$ cat src/hw/rtl/srmq_pkg.sv
// Shared types and constants for the segmented ring mark queue.
// No dependencies; imported by srmq_ram, srmq_ctrl and the top level.
`default_nettype none

package srmq_pkg;

  localparam int REF_W  = 48;
  localparam int HELD_W = 8;

  localparam int SEGMENT_SLOTS_DEFAULT = 16;
  localparam int RING_SEGMENTS_DEFAULT = 8;

  typedef enum logic [1:0] {
    FUNC_PUSH = 2'd0,
    FUNC_READ = 2'd1,
    FUNC_DROP = 2'd2,
    FUNC_NOP  = 2'd3
  } func_t;

  typedef enum logic {
    STATUS_DONE = 1'b0,
    STATUS_FULL = 1'b1
  } status_t;

  typedef enum logic {
    ST_IDLE = 1'b0,
    ST_READ = 1'b1
  } state_t;

  // index width for n entries, at least one bit
  function automatic int idx_width(input int n);
    idx_width = (n > 1) ? $clog2(n) : 1;
  endfunction

endpackage

`default_nettype wire

$ cat src/hw/rtl/srmq_ctrl.sv
// Queue controller: head/tail/fill/count registers, command decode and
// the segment read sequencer. Depends on srmq_pkg; drives srmq_ram.
`default_nettype none

module srmq_ctrl #(
  parameter int SEGMENT_SLOTS = srmq_pkg::SEGMENT_SLOTS_DEFAULT,
  parameter int RING_SEGMENTS = srmq_pkg::RING_SEGMENTS_DEFAULT,
  parameter int ADDR_W        = 7
) (
  input  wire                          clk,
  input  wire                          rst,
  input  wire                          start,
  input  wire  [1:0]                   func,
  input  wire  [srmq_pkg::REF_W-1:0]   object_ref,
  output logic                         busy,
  output logic                         done,
  output logic                         status,
  output logic [srmq_pkg::REF_W-1:0]   entry,
  output logic                         last,
  output logic [srmq_pkg::HELD_W-1:0]  held,
  output logic                         ram_we,
  output logic [ADDR_W-1:0]            ram_waddr,
  output logic [srmq_pkg::REF_W-1:0]   ram_wdata,
  output logic                         ram_re,
  output logic [ADDR_W-1:0]            ram_raddr,
  input  wire  [srmq_pkg::REF_W-1:0]   ram_rdata
);
  import srmq_pkg::*;

  localparam int SEG_W  = idx_width(RING_SEGMENTS);
  localparam int SLOT_W = idx_width(SEGMENT_SLOTS);
  localparam int FILL_W = $clog2(SEGMENT_SLOTS + 1);

  localparam logic [SEG_W-1:0]  LAST_SEG  = SEG_W'(RING_SEGMENTS - 1);
  localparam logic [SLOT_W-1:0] LAST_SLOT = SLOT_W'(SEGMENT_SLOTS - 1);
  localparam logic [FILL_W-1:0] FULL_FILL = FILL_W'(SEGMENT_SLOTS);
  localparam logic [HELD_W-1:0] SEG_HELD  = HELD_W'(SEGMENT_SLOTS);

  function automatic logic [ADDR_W-1:0] seg_base(input logic [SEG_W-1:0] s);
    seg_base = ADDR_W'(s) * ADDR_W'(SEGMENT_SLOTS);
  endfunction

  state_t              state, state_next;
  logic [SEG_W-1:0]    head, head_next;
  logic [SEG_W-1:0]    tail, tail_next;
  logic [FILL_W-1:0]   fill, fill_next;
  logic [HELD_W-1:0]   total_held, total_held_next;
  logic [SLOT_W-1:0]   slot_idx, slot_idx_next;
  logic                res_valid, res_valid_next;
  status_t             res_status, res_status_next;

  logic                accept;
  logic [SEG_W-1:0]    head_adv, tail_adv;
  logic                keep;

  assign accept   = start && !busy;
  assign head_adv = (head == LAST_SEG) ? '0 : head + SEG_W'(1);
  assign tail_adv = (tail == LAST_SEG) ? '0 : tail + SEG_W'(1);

  // every slot of a non-tail head segment was filled; the tail only up to fill
  assign keep = (head != tail) || (FILL_W'(slot_idx) < fill);

  // next state
  always_comb begin
    state_next = state;
    unique case (state)
      ST_IDLE: begin
        if (accept && func == FUNC_READ) begin
          state_next = ST_READ;
        end
      end
      ST_READ: begin
        if (slot_idx == LAST_SLOT) begin
          state_next = ST_IDLE;
        end
      end
      default: state_next = ST_IDLE;
    endcase
  end

  // outputs
  always_comb begin
    busy   = 1'b0;
    done   = res_valid;
    status = res_status;
    entry  = '0;
    last   = 1'b1;
    unique case (state)
      ST_IDLE: begin
        busy = 1'b0;
      end
      ST_READ: begin
        busy   = 1'b1;
        done   = 1'b1;
        status = STATUS_DONE;
        entry  = keep ? ram_rdata : '0;
        last   = (slot_idx == LAST_SLOT);
      end
      default: busy = 1'b0;
    endcase
  end

  assign held      = total_held;
  assign ram_wdata = object_ref;

  // datapath and memory control
  always_comb begin
    head_next       = head;
    tail_next       = tail;
    fill_next       = fill;
    total_held_next = total_held;
    slot_idx_next   = slot_idx;
    res_valid_next  = 1'b0;
    res_status_next = STATUS_DONE;
    ram_we          = 1'b0;
    ram_waddr       = seg_base(tail) + ADDR_W'(SLOT_W'(fill));
    ram_re          = 1'b0;
    ram_raddr       = seg_base(head);

    if (accept) begin
      unique case (func)
        FUNC_PUSH: begin
          res_valid_next = 1'b1;
          if (fill >= FULL_FILL) begin
            if (tail_adv == head) begin
              res_status_next = STATUS_FULL;
            end else begin
              tail_next       = tail_adv;
              fill_next       = FILL_W'(1);
              total_held_next = total_held + HELD_W'(1);
              ram_we          = 1'b1;
              ram_waddr       = seg_base(tail_adv);
            end
          end else begin
            fill_next       = fill + FILL_W'(1);
            total_held_next = total_held + HELD_W'(1);
            ram_we          = 1'b1;
          end
        end
        FUNC_READ: begin
          ram_re        = 1'b1;
          ram_raddr     = seg_base(head);
          slot_idx_next = '0;
        end
        FUNC_DROP: begin
          res_valid_next = 1'b1;
          if (head != tail) begin
            head_next       = head_adv;
            total_held_next = total_held - SEG_HELD;
          end else begin
            fill_next       = '0;
            total_held_next = '0;
          end
        end
        default: begin
          res_valid_next = 1'b1;
        end
      endcase
    end else if (state == ST_READ && slot_idx != LAST_SLOT) begin
      // prefetch the following slot while this one is on the outputs
      ram_re        = 1'b1;
      ram_raddr     = seg_base(head) + ADDR_W'(slot_idx) + ADDR_W'(1);
      slot_idx_next = slot_idx + SLOT_W'(1);
    end
  end

  always_ff @(posedge clk) begin
    if (rst) begin
      state      <= ST_IDLE;
      head       <= '0;
      tail       <= '0;
      fill       <= '0;
      total_held <= '0;
      slot_idx   <= '0;
      res_valid  <= 1'b0;
      res_status <= STATUS_DONE;
    end else begin
      state      <= state_next;
      head       <= head_next;
      tail       <= tail_next;
      fill       <= fill_next;
      total_held <= total_held_next;
      slot_idx   <= slot_idx_next;
      res_valid  <= res_valid_next;
      res_status <= res_status_next;
    end
  end

endmodule

`default_nettype wire

$ cat config.mk
export PLATFORM = sky130hd
export DESIGN_NAME = srmq_ctrl
export DESIGN_NICKNAME = d
export VERILOG_FILES = /design/src/hw/rtl/srmq_pkg.sv /design/src/hw/rtl/srmq_ctrl.sv
export SDC_FILE = /design/constraint.sdc
export NUM_CORES = 1
export LEC_CHECK = 0
export BUFFER_PORTS_ARGS = -buffer_cell sky130_fd_sc_hd__buf_2
export CAP_MARGIN = 20
export CELL_PAD_IN_SITES_DETAIL_PLACEMENT = 0
export CELL_PAD_IN_SITES_GLOBAL_PLACEMENT = 1
export CORE_ASPECT_RATIO = 0.9
export CORE_UTILIZATION = 24
export DETAILED_ROUTE_END_ITERATION = 12
export PLACE_DENSITY = 0.8
export REMOVE_ABC_BUFFERS = 1
export SLEW_MARGIN = 20
export SYNTH_ARGS = -nofsm -noshare
export SYNTH_HDL_FRONTEND = slang
export SYNTH_SLANG_ARGS = --single-unit
$ cat constraint.sdc
create_clock -name clk -period 2.7 [get_ports clk]
set_clock_uncertainty 0.1 [all_clocks]
set_input_delay 0 -clock clk [delete_from_list [all_inputs] [get_ports clk]]
set_output_delay 0 -clock clk [all_outputs]
set_load 0.005 [all_outputs]
==> results of run 1 <==
## area by class of cell
cell class	count	area (sq um)	share of cell area
tap	126	157.7	0.04617
inverter	10	37.54	0.01099
timing repair buffer	179	1144	0.3349
sequential	26	520.5	0.1524
clock buffer	3	75.07	0.02199
multi-input combinational	249	1448	0.4240
clock inverter	1	30.03	0.008794
antenna	1	2.502	0.0007329
## what timing repair did
action / in CTS / in global routing
hold buffers: 48 / 0
setup buffers: 0 / 0
endpoints found under the hold margin: 48 / 0
## worst reg2reg max path: stages (launching register included)
cell      delay (ns)
dfxtp_1         0.38
ha_1            0.23
ha_1            0.31
xnor2_1         0.29
o211ai_1        0.12
and3_1          0.31
mux2_4          0.35
nor2b_1         0.13
## power breakdown
part / internal (mW) / switching [mW] / leakage, nW / total (mW)
combinational: 0.108 / 0.122 / 1.30 / 0.231
sequential: 0.388 / 0.00520 / 0.210 / 0.393
clock: 0.295 / 0.150 / 0.0511 / 0.445
## placed cells by master (no fill, tap or decap), drive strengths merged, types with 2 or more instances in the layout
master	Yosys	layout
nor2	26	26
a21o	3	3
and3	3	3
a31oi	4	4
dlygate4sd3	0	48
mux2	3	3
and2	3	3
o2111ai	2	2
nor4	2	2
inv	10	10
xor2	4	4
buf	56	131
nor4b	2	2
nand2b	4	4
a21oi	62	62
clkbuf	17	3
or4	2	2
nand3	8	8
mux2i	3	3
nand4	2	2
xnor2	5	5
nor2b	7	7
dfxtp	26	26
o21ai	7	7
or2	2	2
ha	13	13
nand2	58	58
o211ai	3	3
nor3	10	10
or3	3	3
## worst paths after layout
| path | startpoint | endpoint | depth (start not counted) |
|---|---|---|---|
| max | tail[0]$_SDFFE_PP0P_ | ram_waddr[5] | 7 |
| min | func[0] | res_status$_SDFF_PP0_ | 3 |
| max reg2reg | tail[0]$_SDFFE_PP0P_ | tail[1]$_SDFFE_PP0P_ | 7 |
| min reg2reg | fill[1]$_SDFFE_PP0P_ | fill[1]$_SDFFE_PP0P_ | 2 |
## cells by family after synthesis
logic type,after synthesis
and+or+nand+nor,134
AOI/OAI and AO/OA,87
buffers and inverters,83
DFF,26
adders and majority gates,13
xor gates and xnor gates,9
muxes,6
## flip-flops by register name (all words and copies together) (netlist names)
signal and count:
held 8, fill 5, slot_idx 4, head 3
tail 3, res_status 1, res_valid 1, state 1
## per-layer routing
layer / track usage / vias up / wire [um]
met5: 0 / - / 24
met4: 0.02495 / 4 / 80
met3: 0.04806 / 15 / 877
met2: 0.2472 / 137 / 4311
met1: 0.2696 / 1326 / 4860
li1: - / 1384 / -
==> flow_summary.yaml, run 1 <==
yosys:
  synthArstFlopShare: 0
  synthMuxAreaShare: 0.03040
  syn_inst: 358
  synth_cell_types: 43
  synth_top_family_by_area: "simple AND/OR/NAND/NOR gates"
  ys_warn_count: 0
  synth.yosys.seq_area_share: 0.2107
  synth_top_area_frac: 0.2107
  syn_area_sq_mm: 0.002470
  synth_top_area_cell: "dfxtp_1"
  synthAdderAreaFrac: 0.06586
  synth_compound_area_frac: 0.2001
  synth_common_cells: "62 x a21oi_1, 58 x nand2_1, 48 x buf_4"
  synth_xor_area_frac: 0.03191
  synth_edf_count: 0
  post_synth.cell_area_avg_sq_um: 6.899
  synthTopCellsByArea: "dfxtp_1 21%, buf_4 15%, a21oi_1 13%"
  ys_ff_latch: 26
  synth-simple-area-share: 0.2553
  synth-main-ff-cell: "dfxtp_1"
  synth.most_common_cell: "a21oi_1"
setup_path:
  ff2ff_setup_slack_ns: 0.36
  crit_required_ns: 2.60
  cp-start-kind: "flop"
  path_delay_family: "adder cells"
  crit_chain: "ha_1 -> ha_1 -> xnor2_1 -> o211ai_1 -> and3_1 -> mux2_4 -> buf_2"
  critical_path_arrival_ns: 2.37
  slowest_delay_ns: 0.38
  crit_fanout: 7
  path_buf_inv: 1
  path_common_cell: "ha_1"
  critPathSlowestCell: "dfxtp_1"
  critical_path_class: "reg2out"
  crit_path_end_kind: "output pin"
floorplanning:
  die_height_um: 98.24
  dieArea_sq_mm: 0.01070
  dieWidth_um: 108.9
  ioPinCount: 225
  start_util: 0.2513
  fp-row-count: 34
  core_region_area_sq_mm: 0.009827
sta:
  min_period_ns: 2.473
  finalSetupTns_ns: 0
  tightest_slew_ns: 0.6550
  holdWs_ns: 0.001724
  drv_slew: 0
  maxSlewHeadroom: 0.5624
  hold_viol: 0
  period_share: 0.9158
  fin_ws_ns: 0.2273
  rsz0062_at_grt: "false"
  finalSetupViolations: 0
  max_freq_ghz: 0.4044
placed_design:
  io_buffer_count: 128
  pre_cts_slack_ns: 0.3907
  place_inst: 542
  place_area_sq_mm: 0.002826
  place_hpwl_mm: 7.410
  place.gp.congestion: 0.7822
clock_tree:
  worst_skew_pair.late_latency_ns: 0.26
  cts_tree: "done"
  cts_buffers: 3
  clkSinkCount: 26
  cts.clk_slew.worst_paths_ns: 0.07
  cts_resized: 0
  cts_root_buffer: "clkbuf_16"
  htree_levels: 1
  cts_max_path_buffers: 2
detailed_routing:
  wl_per_cell_um: 17.07
  antenna_left: 0
  drc: 0
  drt_first_pass_iters: 4
  vias_per_cell: 4.817
  drt_iter0_drc: 190
  wirelength_mm: 10.15
  num_vias: 2866
layout:
  fill_cells: 1023
  drive_above_1_share: 0.3141
  final_core_util: 0.3475
  fin_nets: 583
  syn_to_final_growth_pct: 38.25
  design_area_sq_mm: 0.003415
  layout.cells.non_filler: 595
run_status:
  outcome: "complete, no violations"
global_routing:
  antenna_found_initial: 3
  grt_pass1_vias: 2473
  overflow: 0
  grt_first_pass_wirelength_mm: 14.49
  grt_max_degree: 56
  grtUsageTotal: 0.1766
min_path:
  hold_path_class: "in2reg"
power_and_ir_drop:
  totalPowerFinal_mw: 1.069
  peakVddDrop_uv: 224.4
  power.density_mw_per_mm2: 313.1
  p_leak_nw: 1.563
flow_run:
  drv_cap: 0
(Power assumes the default switching activity.)
==> run 2, diff against run 1 <==
PLACE_DENSITY = 0.89   (was 0.8)
==> flow_summary.yaml, run 2 (synthesized netlist as in run 1, its figures left out) <==
detailed_routing:
  drt_iter0_drc: 283
  drt_first_pass_iters: 5
  antenna_left: 0
  num_vias: 2890
  wirelength_mm: 10.37
  drc: 0
  vias_per_cell: 4.833
  wl_per_cell_um: 17.34
global_routing:
  grtUsageTotal: 0.1849
  grt_pass1_vias: 2568
  grt_first_pass_wirelength_mm: 14.99
  antenna_found_initial: 4
  overflow: 0
  grt_max_degree: 55
clock_tree:
  worst_skew_pair.late_latency_ns: 0.26
  cts_max_path_buffers: 2
  hold_buffers: 48
  cts_tree: "done"
  cts_buffers: 3
  clkSinkCount: 26
  htree_levels: 1
  cts.clk_slew.worst_paths_ns: 0.07
  cts_root_buffer: "clkbuf_16"
  cts_resized: 0
  cts_setup_buffers: 0
setup_path:
  crit_fanout: 7
  ff2ff_setup_slack_ns: 0.34
  cp-start-kind: "flop"
  critical_path_arrival_ns: 2.38
  r2r-end: "tail[1]$_SDFFE_PP0P_"
  r2r-start: "tail[0]$_SDFFE_PP0P_"
  crit_required_ns: 2.60
  crit_path_end_kind: "output pin"
  r2r_cells: 7
  critical_path_class: "reg2out"
sta:
  rsz0062_at_grt: "false"
  period_share: 0.9200
  hold_viol: 0
  maxSlewHeadroom: 0.5568
  drv_slew: 0
  finalSetupViolations: 0
  max_freq_ghz: 0.4026
  tightest_slew_ns: 0.6613
  min_period_ns: 2.484
  finalSetupTns_ns: 0
  holdWs_ns: 0.02194
layout:
  multi_input_area_sq_mm: 0.001448
  layout.cells.non_filler: 598
  final_common_cell: "buf_2"
  design_area_sq_mm: 0.003428
  largest_reg_flops: 8
  fill_cells: 1023
  syn_to_final_growth_pct: 38.80
  regArea_sq_um: 521.8
  drive_above_1_share: 0.3177
  final_cell_mix: "128 x buf_2, 62 x a21oi_1, 58 x nand2_1, 48 x dlygate4sd3_1, 26 x nor2_1"
  fin_nets: 584
run_status:
  outcome: "complete, no violations"
placed_design:
  place_inst: 543
  place_hpwl_mm: 7.722
  io_buffer_count: 128
  place.gp.congestion: 0.8330
  place_area_sq_mm: 0.002835
power_and_ir_drop:
  power.density_mw_per_mm2: 309.3
  peakVddDrop_uv: 207.2
  totalPowerFinal_mw: 1.060
  p_leak_nw: 1.569
floorplanning:
  dieArea_sq_mm: 0.01070
  ioPinCount: 225
  dieWidth_um: 108.9
  fp-row-count: 34
  core_region_area_sq_mm: 0.009827
  die_height_um: 98.24
  start_util: 0.2513
min_path:
  min_path_cells: 3
  hold_start: "func[0]"
  holdPathEnd: "res_status$_SDFF_PP0_"
  hold_path_class: "in2reg"
flow_run:
  drv_cap: 0
==> run 2: critical path, cell delays in order (launching register included) <==
cell	delay [ns]
dfxtp_1	0.37
ha_1	0.24
ha_1	0.23
o21ba_2	0.23
o211ai_1	0.16
and3_1	0.42
mux2_4	0.34
buf_2	0.13
==> run 2: worst max-delay path by stage <==
stage | slack, ns | from | end | cells past startpoint
global placement | 0.46 | tail[0]$_SDFFE_PP0P_ | tail[1]$_SDFFE_PP0P_ | 7
CTS | 0.22 | tail[0]$_SDFFE_PP0P_ | ram_waddr[6] | 7
detailed placement | 0.37 | tail[0]$_SDFFE_PP0P_ | tail[1]$_SDFFE_PP0P_ | 7
floorplan | -1.65 | head[2]$_SDFFE_PP0P_ | entry[0] | 3
global route | 0.12 | tail[0]$_SDFFE_PP0P_ | ram_waddr[5] | 7
finish | 0.22 | tail[0]$_SDFFE_PP0P_ | ram_waddr[6] | 7
==> run 2: report_power, final <==
part           switching (mW)  internal [mW]  leakage [nW]  total [mW]
Clock                   0.139          0.295        0.0511       0.434
Sequential            0.00547          0.388         0.210       0.394
Combinational           0.124          0.109          1.31       0.232
Total                   0.268          0.792          1.57        1.06
==> run 2: layout make-up <==
| cell class | count | share of cell area |
|---|---|---|
| Sequential cell | 26 | 0.1522 |
| Multi-Input combinational cell | 249 | 0.4223 |
| Timing Repair Buffer | 180 | 0.3358 |
| Clock buffer | 3 | 0.02190 |
| Inverter | 10 | 0.01095 |
| Antenna cell | 3 | 0.002190 |
| Clock inverter | 1 | 0.008759 |
| Tap cell | 126 | 0.04599 |
==> run 2: through the flow <==
step                  util  worst slack (ns)
finish              0.3489            0.2160
global route        0.3486            0.1233
CTS                 0.3481            0.2234
detailed placement  0.2885            0.3720
global placement    0.2885            0.4568
floorplan                -            -1.649
==> run 2: per-layer routing <==
layer,part of all wire,track usage
met1,0.45,0.2736
met3,0.094,0.05073
met5,0.0023,0
met4,0.0040,0.02495
met2,0.45,0.2690
